--- src/rtl/plin_pkg.sv ---
`timescale 1ns / 1ps

package plin_pkg;

  // Default build: sixteen breakpoints, signed Q16.16
  localparam int unsigned TABLE_DEPTH_DEF = 16;
  localparam int unsigned DATA_WIDTH_DEF  = 32;

  // Fixed field widths
  localparam int unsigned CNT_W  = 5;  // point_count register
  localparam int unsigned SLOT_W = 4;  // point_index field
  localparam int unsigned STAT_W = 3;  // status field

  // Input operation codes
  localparam logic OP_WRITE = 1'b0;
  localparam logic OP_QUERY = 1'b1;

  // Result status codes
  typedef enum logic [STAT_W-1:0] {
    STAT_EMPTY  = 3'd0,
    STAT_LOW    = 3'd1,
    STAT_HIGH   = 3'd2,
    STAT_INTERP = 3'd3,
    STAT_NOSEG  = 3'd4
  } plin_status_e;

endpackage

--- src/rtl/plin_alu.sv ---
`timescale 1ns / 1ps

// Shared add/subtract unit; carries every difference, multiply step,
// divide step and the final sum of the interpolator.
module plin_alu #(
  parameter int unsigned WIDTH = plin_pkg::DATA_WIDTH_DEF + 2
) (
  input  logic [WIDTH-1:0] a_i,
  input  logic [WIDTH-1:0] b_i,
  input  logic             sub_i,
  output logic [WIDTH-1:0] sum_o
);

  logic [WIDTH-1:0] b_inv;

  // Two's complement subtract: invert b and add one
  assign b_inv = b_i ^ {WIDTH{sub_i}};
  assign sum_o = a_i + b_inv + WIDTH'(sub_i);

endmodule

--- src/rtl/plin_table.sv ---
`timescale 1ns / 1ps

// Breakpoint store: one write port, one read port with registered data.
module plin_table #(
  parameter int unsigned DEPTH      = plin_pkg::TABLE_DEPTH_DEF,
  parameter int unsigned DATA_WIDTH = plin_pkg::DATA_WIDTH_DEF,
  parameter int unsigned ADDR_WIDTH = $clog2(plin_pkg::TABLE_DEPTH_DEF)
) (
  input  logic                         clk_i,
  input  logic                         wr_en_i,
  input  logic [ADDR_WIDTH-1:0]        wr_addr_i,
  input  logic signed [DATA_WIDTH-1:0] wr_x_i,
  input  logic signed [DATA_WIDTH-1:0] wr_y_i,
  input  logic [ADDR_WIDTH-1:0]        rd_addr_i,
  output logic signed [DATA_WIDTH-1:0] rd_x_o,
  output logic signed [DATA_WIDTH-1:0] rd_y_o
);

  logic [2*DATA_WIDTH-1:0] point_mem [DEPTH];
  logic [2*DATA_WIDTH-1:0] rd_data_q;

  // Write port
  always_ff @(posedge clk_i) begin
    if (wr_en_i) begin
      point_mem[wr_addr_i] <= {wr_x_i, wr_y_i};
    end
  end

  // Read port, data registered in the cycle after the address
  always_ff @(posedge clk_i) begin
    rd_data_q <= point_mem[rd_addr_i];
  end

  assign rd_x_o = rd_data_q[2*DATA_WIDTH-1:DATA_WIDTH];
  assign rd_y_o = rd_data_q[DATA_WIDTH-1:0];

endmodule

--- src/rtl/piecewise_linear_interpolator.sv ---
`timescale 1ns / 1ps

// Piecewise linear interpolator over a table of up to TABLE_DEPTH breakpoints
// in signed fixed point (Q16.16 at the default 32-bit width). A write beat
// (op 0) stores one (x, y) point; writes to a slot at or above TABLE_DEPTH
// are dropped. A query beat (op 1) returns one result beat: status 0 with
// value 0 for an empty table, the first or last ordinate when query_x is at
// or beyond the ends (status 1 or 2), the interpolated ordinate on the first
// segment holding query_x (status 3), or 0 with status 4 when the table is
// not ordered and no segment holds it. The input stalls while a query is in
// flight, also while its result waits on the output. An interpolating query
// walks the table, one entry per cycle through the single read port, then a
// bit-serial multiply and a bit-serial restoring divide, one bit per cycle
// each, on one shared adder. The user must write point_count only while the
// block is idle; the block itself does not enforce it. Counts above
// TABLE_DEPTH act as TABLE_DEPTH.
module piecewise_linear_interpolator #(
  parameter int unsigned TABLE_DEPTH = plin_pkg::TABLE_DEPTH_DEF,
  parameter int unsigned DATA_WIDTH  = plin_pkg::DATA_WIDTH_DEF
) (
  input  logic                                clk_i,
  input  logic                                rst_ni,
  // configuration write channel
  input  logic                                cfg_valid_i,
  output logic                                cfg_ready_o,
  input  logic [plin_pkg::CNT_W-1:0]          cfg_data_i,
  // input channel
  input  logic                                in_valid_i,
  output logic                                in_stall_o,
  input  logic                                op_i,
  input  logic [plin_pkg::SLOT_W-1:0]         point_index_i,
  input  logic signed [DATA_WIDTH-1:0]        point_x_i,
  input  logic signed [DATA_WIDTH-1:0]        point_y_i,
  input  logic signed [DATA_WIDTH-1:0]        query_x_i,
  // output channel
  output logic                                out_valid_o,
  input  logic                                out_stall_i,
  output logic signed [DATA_WIDTH-1:0]        value_o,
  output logic [plin_pkg::STAT_W-1:0]         status_o
);

  localparam int unsigned W  = DATA_WIDTH;
  localparam int unsigned AW = (TABLE_DEPTH > 1) ? $clog2(TABLE_DEPTH) : 1;
  localparam int unsigned IW = (AW > plin_pkg::CNT_W) ? AW : plin_pkg::CNT_W;
  localparam int unsigned SW = W + 2;      // adder width
  localparam int unsigned PW = 2 * W + 1;  // product / dividend width
  localparam int unsigned CW = $clog2(DATA_WIDTH);

  typedef enum logic [3:0] {
    S_IDLE,
    S_FIRST,
    S_LAST,
    S_WALK,
    S_DY,
    S_MAG,
    S_DXQ,
    S_DXS,
    S_MUL,
    S_DIV,
    S_NEGQ,
    S_SUM,
    S_RESULT
  } state_e;

  state_e state_q, state_d;

  logic [plin_pkg::CNT_W-1:0] point_count_q;
  logic                       out_valid_q;

  // datapath registers
  logic signed [W-1:0]    x_q;
  logic [IW-1:0]          last_q;
  logic [IW-1:0]          idx_q;
  logic signed [W-1:0]    prev_x_q, prev_y_q;
  logic signed [W-1:0]    cur_x_q, cur_y_q;
  logic [SW-1:0]          dy_q;
  logic                   neg_q;
  logic [W:0]             mag_q;
  logic [W-1:0]           dxs_q;
  logic [PW-1:0]          acc_q;
  logic [CW-1:0]          cnt_q;
  logic signed [W-1:0]    res_value_q;
  plin_pkg::plin_status_e res_status_q;
  logic signed [W-1:0]    value_q;
  plin_pkg::plin_status_e status_q;

  // combinational signals
  logic                       in_acc;
  logic                       out_free;
  logic [plin_pkg::CNT_W-1:0] n_clip;
  logic [IW-1:0]              last_d;
  logic [IW-1:0]              idx_inc;
  logic                       slot_ok;
  logic                       wr_en;
  logic [AW-1:0]              wr_addr;
  logic [AW-1:0]              rd_addr;
  logic signed [W-1:0]        rd_x, rd_y;
  logic                       hit;
  logic                       cnt_last;
  logic [SW-1:0]              alu_a, alu_b, alu_sum;
  logic                       alu_sub;
  logic                       div_bit;
  logic [W:0]                 div_rem;
  logic                       sat_ovf;
  logic signed [W-1:0]        sat_value;

  // Handshake
  assign cfg_ready_o = 1'b1;
  assign in_stall_o  = (state_q != S_IDLE);
  assign in_acc      = in_valid_i && !in_stall_o;
  assign out_free    = !out_valid_q || !out_stall_i;
  assign out_valid_o = out_valid_q;
  assign value_o     = value_q;
  assign status_o    = status_q;

  // Effective point count and last index
  assign n_clip  = (32'(point_count_q) > TABLE_DEPTH) ?
                   plin_pkg::CNT_W'(TABLE_DEPTH) : point_count_q;
  assign last_d  = IW'(n_clip) - IW'(1);
  assign idx_inc = idx_q + IW'(1);
  assign slot_ok = (32'(point_index_i) < TABLE_DEPTH);
  assign wr_addr = AW'(point_index_i);

  // Segment test on the entry just read
  assign hit      = (x_q >= prev_x_q) && (x_q < rd_x);
  assign cnt_last = (cnt_q == CW'(W - 1));

  // Divide step: shift in next dividend bit, subtract divisor if it fits
  assign div_bit = !alu_sum[SW-1];
  assign div_rem = div_bit ? alu_sum[W:0] : acc_q[PW-2:W-1];

  // Saturate the final sum to W bits
  assign sat_ovf   = !((alu_sum[SW-1:W-1] == '0) || (alu_sum[SW-1:W-1] == '1));
  assign sat_value = !sat_ovf ? alu_sum[W-1:0] :
                     (alu_sum[SW-1] ? {1'b1, {(W-1){1'b0}}} : {1'b0, {(W-1){1'b1}}});

  plin_table #(
    .DEPTH      (TABLE_DEPTH),
    .DATA_WIDTH (W),
    .ADDR_WIDTH (AW)
  ) u_table (
    .clk_i     (clk_i),
    .wr_en_i   (wr_en),
    .wr_addr_i (wr_addr),
    .wr_x_i    (point_x_i),
    .wr_y_i    (point_y_i),
    .rd_addr_i (rd_addr),
    .rd_x_o    (rd_x),
    .rd_y_o    (rd_y)
  );

  plin_alu #(
    .WIDTH (SW)
  ) u_alu (
    .a_i   (alu_a),
    .b_i   (alu_b),
    .sub_i (alu_sub),
    .sum_o (alu_sum)
  );

  // Sequencer: next state, read address, adder operands
  always_comb begin
    state_d = state_q;
    wr_en   = 1'b0;
    rd_addr = '0;
    alu_a   = '0;
    alu_b   = '0;
    alu_sub = 1'b0;
    unique case (state_q)
      S_IDLE: begin
        if (in_acc) begin
          if (op_i == plin_pkg::OP_WRITE) begin
            wr_en = slot_ok;
          end else if (n_clip == '0) begin
            state_d = S_RESULT;
          end else begin
            state_d = S_FIRST;
          end
        end
      end
      S_FIRST: begin
        if (x_q <= rd_x) begin
          state_d = S_RESULT;
        end else begin
          rd_addr = last_q[AW-1:0];
          state_d = S_LAST;
        end
      end
      S_LAST: begin
        if (x_q >= rd_x) begin
          state_d = S_RESULT;
        end else begin
          rd_addr = AW'(1);
          state_d = S_WALK;
        end
      end
      S_WALK: begin
        if (hit) begin
          state_d = S_DY;
        end else if (idx_q == last_q) begin
          state_d = S_RESULT;
        end else begin
          rd_addr = idx_inc[AW-1:0];
        end
      end
      S_DY: begin
        alu_a   = {{2{cur_y_q[W-1]}}, cur_y_q};
        alu_b   = {{2{prev_y_q[W-1]}}, prev_y_q};
        alu_sub = 1'b1;
        state_d = S_MAG;
      end
      S_MAG: begin
        alu_a   = neg_q ? '0 : dy_q;
        alu_b   = neg_q ? dy_q : '0;
        alu_sub = neg_q;
        state_d = S_DXQ;
      end
      S_DXQ: begin
        alu_a   = {{2{x_q[W-1]}}, x_q};
        alu_b   = {{2{prev_x_q[W-1]}}, prev_x_q};
        alu_sub = 1'b1;
        state_d = S_DXS;
      end
      S_DXS: begin
        alu_a   = {{2{cur_x_q[W-1]}}, cur_x_q};
        alu_b   = {{2{prev_x_q[W-1]}}, prev_x_q};
        alu_sub = 1'b1;
        state_d = S_MUL;
      end
      S_MUL: begin
        // add multiplicand into the upper half when the low bit is set
        alu_a = {1'b0, acc_q[PW-1:W]};
        alu_b = acc_q[0] ? {1'b0, mag_q} : '0;
        if (cnt_last) begin
          state_d = S_DIV;
        end
      end
      S_DIV: begin
        alu_a   = {1'b0, acc_q[PW-2:W-1]};
        alu_b   = {2'b00, dxs_q};
        alu_sub = 1'b1;
        if (cnt_last) begin
          state_d = S_NEGQ;
        end
      end
      S_NEGQ: begin
        alu_a   = neg_q ? '0 : {2'b00, acc_q[W-1:0]};
        alu_b   = neg_q ? {2'b00, acc_q[W-1:0]} : '0;
        alu_sub = neg_q;
        state_d = S_SUM;
      end
      S_SUM: begin
        alu_a   = {{2{prev_y_q[W-1]}}, prev_y_q};
        alu_b   = dy_q;
        state_d = S_RESULT;
      end
      S_RESULT: begin
        if (out_free) begin
          state_d = S_IDLE;
        end
      end
    endcase
  end

  // State, config register and output valid
  always_ff @(posedge clk_i or negedge rst_ni) begin
    if (!rst_ni) begin
      state_q       <= S_IDLE;
      point_count_q <= '0;
      out_valid_q   <= 1'b0;
    end else begin
      state_q <= state_d;
      if (cfg_valid_i && cfg_ready_o) begin
        point_count_q <= cfg_data_i;
      end
      if ((state_q == S_RESULT) && out_free) begin
        out_valid_q <= 1'b1;
      end else if (!out_stall_i) begin
        out_valid_q <= 1'b0;
      end
    end
  end

  // Datapath
  always_ff @(posedge clk_i) begin
    unique case (state_q)
      S_IDLE: begin
        if (in_acc && (op_i == plin_pkg::OP_QUERY)) begin
          x_q          <= query_x_i;
          last_q       <= last_d;
          idx_q        <= IW'(1);
          res_value_q  <= '0;
          res_status_q <= plin_pkg::STAT_EMPTY;
        end
      end
      S_FIRST: begin
        prev_x_q <= rd_x;
        prev_y_q <= rd_y;
        if (x_q <= rd_x) begin
          res_value_q  <= rd_y;
          res_status_q <= plin_pkg::STAT_LOW;
        end
      end
      S_LAST: begin
        if (x_q >= rd_x) begin
          res_value_q  <= rd_y;
          res_status_q <= plin_pkg::STAT_HIGH;
        end
      end
      S_WALK: begin
        if (hit) begin
          cur_x_q <= rd_x;
          cur_y_q <= rd_y;
        end else if (idx_q == last_q) begin
          res_value_q  <= '0;
          res_status_q <= plin_pkg::STAT_NOSEG;
        end else begin
          prev_x_q <= rd_x;
          prev_y_q <= rd_y;
          idx_q    <= idx_inc;
        end
      end
      S_DY: begin
        dy_q  <= alu_sum;
        neg_q <= alu_sum[SW-1];
      end
      S_MAG: begin
        mag_q <= alu_sum[W:0];
      end
      S_DXQ: begin
        acc_q <= {{(W+1){1'b0}}, alu_sum[W-1:0]};
        cnt_q <= '0;
      end
      S_DXS: begin
        dxs_q <= alu_sum[W-1:0];
      end
      S_MUL: begin
        acc_q <= {alu_sum, acc_q[W-1:1]};
        cnt_q <= cnt_last ? '0 : cnt_q + CW'(1);
      end
      S_DIV: begin
        acc_q <= {div_rem, acc_q[W-2:0], div_bit};
        cnt_q <= cnt_last ? '0 : cnt_q + CW'(1);
      end
      S_NEGQ: begin
        dy_q <= alu_sum;
      end
      S_SUM: begin
        res_value_q  <= sat_value;
        res_status_q <= plin_pkg::STAT_INTERP;
      end
      S_RESULT: begin
        if (out_free) begin
          value_q  <= res_value_q;
          status_q <= res_status_q;
        end
      end
    endcase
  end

`ifndef NO_ASSERTIONS
  // Walk index stays inside the table
  assert property (@(posedge clk_i) disable iff (!rst_ni)
    (state_q == S_WALK) |-> ((idx_q != '0) && (idx_q <= last_q)))
    else $error("walk index out of range");

  // Segment width is never zero once the multiply starts
  assert property (@(posedge clk_i) disable iff (!rst_ni)
    (state_q == S_MUL) |-> (dxs_q != '0))
    else $error("zero divisor");

  // Partial remainder stays below the divisor
  assert property (@(posedge clk_i) disable iff (!rst_ni)
    (state_q == S_DIV) |-> (acc_q[PW-1:W] < {1'b0, dxs_q}))
    else $error("remainder not below divisor");

  // Quotient magnitude stays below the segment rise
  assert property (@(posedge clk_i) disable iff (!rst_ni)
    (state_q == S_NEGQ) |-> (({1'b0, acc_q[W-1:0]} < mag_q) || (mag_q == '0)))
    else $error("quotient exceeds segment rise");
`endif

endmodule
--- config.mk ---
export PLATFORM = sky130hd
export DESIGN_NAME = piecewise_linear_interpolator
export DESIGN_NICKNAME = d
export VERILOG_FILES = /design/src/rtl/plin_pkg.sv /design/src/rtl/plin_alu.sv /design/src/rtl/plin_table.sv /design/src/rtl/piecewise_linear_interpolator.sv
export SDC_FILE = /design/constraint.sdc
export NUM_CORES = 2
export LEC_CHECK = 0
export BUFFER_PORTS_ARGS = -buffer_cell sky130_fd_sc_hd__buf_4
export CORE_MARGIN = 2
export CORE_UTILIZATION = 60
export CTS_CLUSTER_SIZE = 20
export DETAILED_ROUTE_END_ITERATION = 8
export PLACE_DENSITY = 0.75
export SYNTH_ARGS = -nofsm -noshare
export SYNTH_HDL_FRONTEND = slang
export SYNTH_HIERARCHICAL = 1
export SYNTH_SLANG_ARGS = --single-unit
--- constraint.sdc ---
create_clock -name clk_i -period 7.26 [get_ports clk_i]
set_input_delay 1.089 -clock clk_i [delete_from_list [all_inputs] [get_ports clk_i]]
set_output_delay 1.089 -clock clk_i [all_outputs]
set_load 0.01 [all_outputs]
Word-level counts from Yosys, hierarchy flattened:

Memory sizes are Yosys's and may differ from the RTL's. A register that Yosys moved wholly into a read port is not among the register bits.
Cells that the tools add are included.

* register bits after elaboration: 420
* RAM bits: 1024
* input bits: 111
* output and inout bits: 38
* word-level logic and storage cells: 151
* memories kept: 1

* add/sub/neg operators: 5
* $lt $le $gt $ge: 5
* equality and inequality tests: 28
* muxes and demuxes: 60
* bitwise operators: 1
* reduce and logical (&&, ||, !) cells: 31

Memory list
* u_table.point_mem: words 16, bits a word 64, rd ports 1, clocked after memory_dff 1, wr ports 1, RTL line plin_table.sv:19 `logic [2*DATA_WIDTH-1:0] point_mem [DEPTH];`

Operators with widths (number)
* 32-bit 2-to-1 mux: 13
* 34-bit case mux with 8 select lines: 1
* 34-bit case mux with 7 select lines: 1
* 65-bit case mux with 3 select lines: 1
* 32-bit case mux with 5 select lines: 1
* 32-bit case mux with 2 select lines: 2
* 34-bit 2-to-1 mux: 2
* 33-bit 2-to-1 mux: 2
* 32-bit greater-or-equal comparator: 2
* 4-bit 2-to-1 mux: 13
* 4-bit case mux with 13 select lines: 1
* 34-bit by 1-bit adder with 34-bit output: 1
* 34-bit adder: 1
* 34-bit bitwise XOR: 1
* 32-bit less-or-equal comparator: 1
* 32-bit < comparator: 1
* 5-bit 2-to-1 mux: 5
* 2-bit != test, second input constant: 11
* 4-bit equality test, second input constant: 5
* 5-bit case mux with 2 select lines: 2
* 4-bit by 3-bit equality test with 1-bit output, second input constant: 4
* 3-bit 2-to-1 mux: 5
* 3-bit case mux with 5 select lines: 1
* 4-bit case mux with 3 select lines: 1
* 28 further kinds: 52

Longest topological paths before layout:

* depth in word-level cells: 10
* mapped depth: 26
* mapped depth without buffers: 21

Cells and area by module:

Netlist, hierarchy kept.

By module, submodules not included
* plin_table: times used 1, cells each 1647, area an instance 39583.0 µm², seq. area each 32030.7 µm²
* piecewise_linear_interpolator: times used 1, cells each 1486, area an instance 19085.8 µm², seq. area each 12562.0 µm²
* plin_alu: times used 1, cells each 272, area an instance 2001.9 µm², seq. area each 0.0 µm²

Worst setup path after synthesis:

OpenSTA, ideal clock, no wires.

* path kind: input -> register
* start: in op_i
* end: mem u_table/point_mem[0][0] (netlist name) (enable)
* setup time: 565 ps
* arrival time: 6280 ps
* required time: 6695 ps
* slack: 415 ps
* cell stages on the path: 3
* buffers on the path: 0
* path through: nor3b_1 or3b_2 nor3_1

* cells in the longest elaborated chain, start to end: 5

RTL lines
* start, declared: RTL line piecewise_linear_interpolator.sv:30 `input logic op_i,`
* 1-bit 2-to-1 mux: RTL line piecewise_linear_interpolator.sv:172 `if (op_i == plin_pkg::OP_WRITE) begin`
* 1-bit 2-to-1 mux: RTL line piecewise_linear_interpolator.sv:171 `if (in_acc) begin`
* 1-bit 2-to-1 mux: RTL line piecewise_linear_interpolator.sv:169 `unique case (state_q)`
* 1-bit 2-to-1 mux: RTL line plin_table.sv:24 `if (wr_en_i) begin`
* 1-bit 2-to-1 mux (not written as such): RTL line plin_table.sv:25 `point_mem[wr_addr_i] <= {wr_x_i, wr_y_i};`
* end, declared: RTL line plin_table.sv:19

Every way passes these cells.

Final worst setup path:

* start: reg state_q[1]
* end: reg res_value_q[17], data pin

* cells in the longest elaborated chain, start to end: 10
* elaborated cells on any way between the ends: 27
* classes of those cells: add/sub: 2; eq/ne: 12; mux: 6; bitwise: 1; reduce/logical: 6

RTL lines
* start, declared: RTL line piecewise_linear_interpolator.sv:65 `state_e state_q, state_d;`
* start signal, assigned: RTL line piecewise_linear_interpolator.sv:272 `state_q <= state_d;`
* 4-bit by 3-bit equality test with 1-bit output: RTL line piecewise_linear_interpolator.sv:169
* 2-bit OR reduction (no line)
* 34-bit case mux with 7 select lines *: RTL line piecewise_linear_interpolator.sv:169
* net alu_b[0]: RTL line piecewise_linear_interpolator.sv:100 `logic [SW-1:0] alu_a, alu_b, alu_sum;`
* 34-bit bitwise XOR *: RTL line plin_alu.sv:17 `assign b_inv = b_i ^ {WIDTH{sub_i}};`
* 34-bit adder *: RTL line plin_alu.sv:18 `assign sum_o = a_i + b_inv + WIDTH'(sub_i);`
* 34-bit by 1-bit adder with 34-bit output *: RTL line plin_alu.sv:18
* net alu_sum[32]: RTL line piecewise_linear_interpolator.sv:100
* 3-bit equality test / 3-bit zero test (equally long branches): RTL line piecewise_linear_interpolator.sv:133 `assign sat_ovf = !((alu_sum[SW-1:W-1] == '0) || (alu_sum[SW-1:W-1] == '1));`
* 1-bit logical OR *: RTL line piecewise_linear_interpolator.sv:133
* 32-bit 2-to-1 mux *: RTL line piecewise_linear_interpolator.sv:134 `assign sat_value = !sat_ovf ? alu_sum[W-1:0] :`
* 32-bit case mux with 5 select lines *: RTL line piecewise_linear_interpolator.sv:286 `unique case (state_q)`
* end signal, assigned: RTL line piecewise_linear_interpolator.sv:300 `res_value_q <= rd_y;`
* end signal, assigned: RTL line piecewise_linear_interpolator.sv:306 `res_value_q <= rd_y;`
* end signal, assigned: RTL line piecewise_linear_interpolator.sv:349 `res_value_q <= sat_value;`
* end, declared: RTL line piecewise_linear_interpolator.sv:82 `logic signed [W-1:0] res_value_q;`

Mark *: on every way through the listed nets, which the timed path passes. The rest lies on a longest branch.
A chain may end at the register's enable or synchronous reset.

==> results.cfg <==
[run_status]
outcome = finished, violations left
violations = DRC

[worst_setup_path]
cp_top_family = compound AO/OA/AOI/OAI gates
worstPathCellList = nand2_1 -> a21oi_2 -> a222oi_1 -> nand3_1 -> mux2_2 -> fa_1 -> a211oi_1 -> o211ai_1 -> nand3_1 -> a211oi_2 -> o41ai_2 -> or3_1 -> a31oi_1 -> xor2_1 -> nor3_1 -> nor2_2 -> nand2_1 -> nand2_1 -> buf_4 -> o21ai_0
path_class = reg -> reg
rr_worst_depth = 20
rrSetupSlack_ns = 0.38
required_ns = 7.72
worstPathMaxFanout = 31
arrival_ns = 7.34
cpMaxStageDelayCell = a21oi_2
path_buf_inv = 1
r2r-start = state_q[1]
start_kind = flop
endpoint_kind = flop
slowest_delay_ns = 0.85
reg2reg_to = res_value_q[17]
cpMostUsedCell = nand2_1

[final_layout]
nets = 3832
synthToLayoutAreaGrowth_pct = 13.0
drive_above_1_share_pct = 20.6
final_core_util_pct = 68.5

[floorplan]
dieArea_mm2 = 0.104
initial_core_util_pct = 60.6
io_pins = 149
fp-row-count = 116
dieWidth_um = 322
core_region_area_mm2 = 0.100
die_height_um = 322

[logic_synthesis]
synth_cell_type_count = 81
synthSimpleGateAreaFrac_pct = 4.30
synth_top_flop_cell = edfxtp_1
ys_async_sr_fraction_pct = 0.663
synth_seq_cells = 1508
synthCells = 3405
synth_top_family_by_area = multiplexers
synthXorXnorAreaFrac_pct = 1.14
synth_fa_ha_area_share_pct = 2.10
yosys_warnings = 6
synth_nets = 3617
synth_compound_area_share_pct = 6.91
syn_area_mm2 = 0.0607
synthMuxAreaShare_pct = 10.2
syn_area_per_cell_um2 = 17.8
synth-seq-area-share_pct = 73.5
synth-edff-count = 1434

[global_routing]
grt_max_degree = 100
grt_pass1_vias = 35147
grtUsageTotal_pct = 32.0
antenna_found_initial = 12
grt_overflow = 0
grt_first_pass_wirelength_um = 238000

[timing]
setup_viol = 0
final_max_slew_viol_count = 0
relSlewSlack_pct = 17.4
final.min_clock_period_ns = 6.88
fin_crit_sh_pct = 94.7
rsz0062_at_grt = no
hold_viol = 0
fin_setup_tns_ns = 0
worst_pin_slew_ns = 1.24
fin_skew_ns = 0.0417
fmax_ghz = 0.145

[clock_network]
clockBufferDepth = 3
cts_tree = yes
post_cts_resized = 0
cts_inserted_buffers = 150
htree_levels = 4
clock_sinks = 1508
post-cts-setup-buffer-count = 0
clock_latency_ns = 0.77
root_buffer = clkbuf_16
ctsHoldBuffers = 0
clk_pin_slew_ns = 0.06

[power_and_ir_drop]
ir_worst_vdd_uv = 338
p_leak_nw = 22.9
power_density_mw_per_mm2 = 445

[placed_design]
gp_congestion = 0.959
dp_hpwl_um = 94600
numPortBuffers = 147

[job]
maxCapViolCount = 0

[route]
routed_wl_um = 163000
drcViolationCount = 3
final_antenna_net_count = 0
dr.pass1.iters = 9
avgViaCountPerCell = 6.93
wire_per_inst_um = 32.4
num_vias = 34962
drt-initial-drc-count = 5116

[worst_hold_path]
worstHoldPathType = in -> async
flip-flops by register name, indices dropped and copies added (netlist names):
register,cells
acc_q,65
cnt_q,5
cur_x_q,32
cur_y_q,32
dxs_q,32
dy_q,34
idx_q,5
last_q,5
mag_q,33
neg_q,1
out_valid_o,1
point_count_q,5
prev_x_q,32
prev_y_q,32
res_status_q,3
res_value_q,32
state_q,4
status_o,3
u_table/point_mem,1024
u_table/rd_data_q,64
value_o,32
x_q,32
logic make-up after synthesis:
| logic type | count (synthesis) |
|---|---|
| XOR/XNOR | 79 |
| adder cells (fa/ha/maj) | 101 |
| AO/OA/AOI/OAI | 575 |
| flip-flops | 1508 |
| AND/OR/NAND/NOR | 585 |
| buffers and inverters | 260 |
| other | 1 |
| multiplexers | 296 |
area by class of cell:
type | count | area [um2]
repair buffers | 240 | 2050
fillers | 6279 | 31600
multi-input cells | 1637 | 15200
clock inverters | 67 | 643
well taps | 1298 | 1620
clock buffers | 206 | 4110
flip-flops and latches | 1508 | 44600
inverters | 83 | 312
diodes | 4 | 10.0
layer usage:
| metal | wire, um | vias up | global-route usage [%] | part of all wire, % |
|---|---|---|---|---|
| met3 | 17100 | 443 | 6.81 | 10 |
| met5 | 84 | - | 0 | 0.051 |
| met4 | 7640 | 12 | 14.7 | 4.7 |
| met1 | 60700 | 17840 | 43.6 | 37 |
| li1 | - | 14269 | - | - |
| met2 | 77700 | 2398 | 50.4 | 48 |
per-stage QoR:
step                      instances  setup slack [ns]  power, mW  hold WS [ns]  area, um2
after floorplan                3405             0.415       19.3         0.400      60700
after global placement         4766             0.822       22.7         0.404      63800
after detailed placement       4766             0.574       22.9         0.405      63800
after CTS                      5039             0.557       30.4         0.130      68600
after global routing           5042            0.0109       31.8         0.148      68600
final                          5043             0.384       30.5         0.163      68600
cell usage after synthesis (24+ instances only):
cell type / number / share of area [%]
a21o_1: 28 / 0.35
a21oi_1: 63 / 0.52
a222oi_1: 65 / 1.1
a22oi_1: 237 / 2.9
clkbuf_1: 110 / 0.68
dfxtp_1: 64 / 2.1
edfxtp_1: 1434 / 71
ha_1: 100 / 2.1
inv_1: 82 / 0.51
mux2i_1: 33 / 0.54
mux4_2: 256 / 9.5
nand2_1: 316 / 2.0
nand3_1: 68 / 0.56
nand4_1: 39 / 0.40
nor2_1: 83 / 0.51
nor3_1: 24 / 0.20
o21ai_0: 88 / 0.73
xnor2_1: 29 / 0.42
xor2_1: 50 / 0.72
worst max path at each step:
stage,from,cells after the start,endpoint
finish,state_q[1],20,res_value_q[17]
global route,state_q[1],20,res_value_q[18]
CTS,state_q[1],19,res_value_q[14]
detailed placement,state_q[1],19,res_value_q[14]
global placement,state_q[1],19,res_value_q[15]
floorplan,op_i,3,u_table/point_mem[0][0]
where the power goes:
part	internal, mW	switching [mW]	leakage [nW]
combinational	3.67	6.82	6.90
clock	4.33	3.22	2.31
sequential	11.5	0.957	13.7
total	19.5	11.0	22.9
cells in the final DEF, fill, tap and decap left out, types with 7 or more instances in the layout:
cell type,n
a211oi_1,7
a21o_1,28
a21oi_1,60
a221oi_1,14
a222oi_1,65
a22o_1,11
a22oi_1,237
buf_12,20
buf_4,220
bufinv_16,10
clkbuf_1,46
clkbuf_16,154
clkinv_1,23
clkinv_2,20
dfrtp_1,10
dfxtp_1,64
edfxtp_1,1434
ha_1,100
inv_1,82
mux2i_1,33
mux4_2,256
nand2_1,315
nand2b_1,13
nand3_1,68
nand4_1,39
nor2_1,62
nor2_4,20
nor3_1,16
nor3_2,7
o21ai_0,86
xnor2_1,28
xor2_1,50
Power figures use the tool's default switching activity.
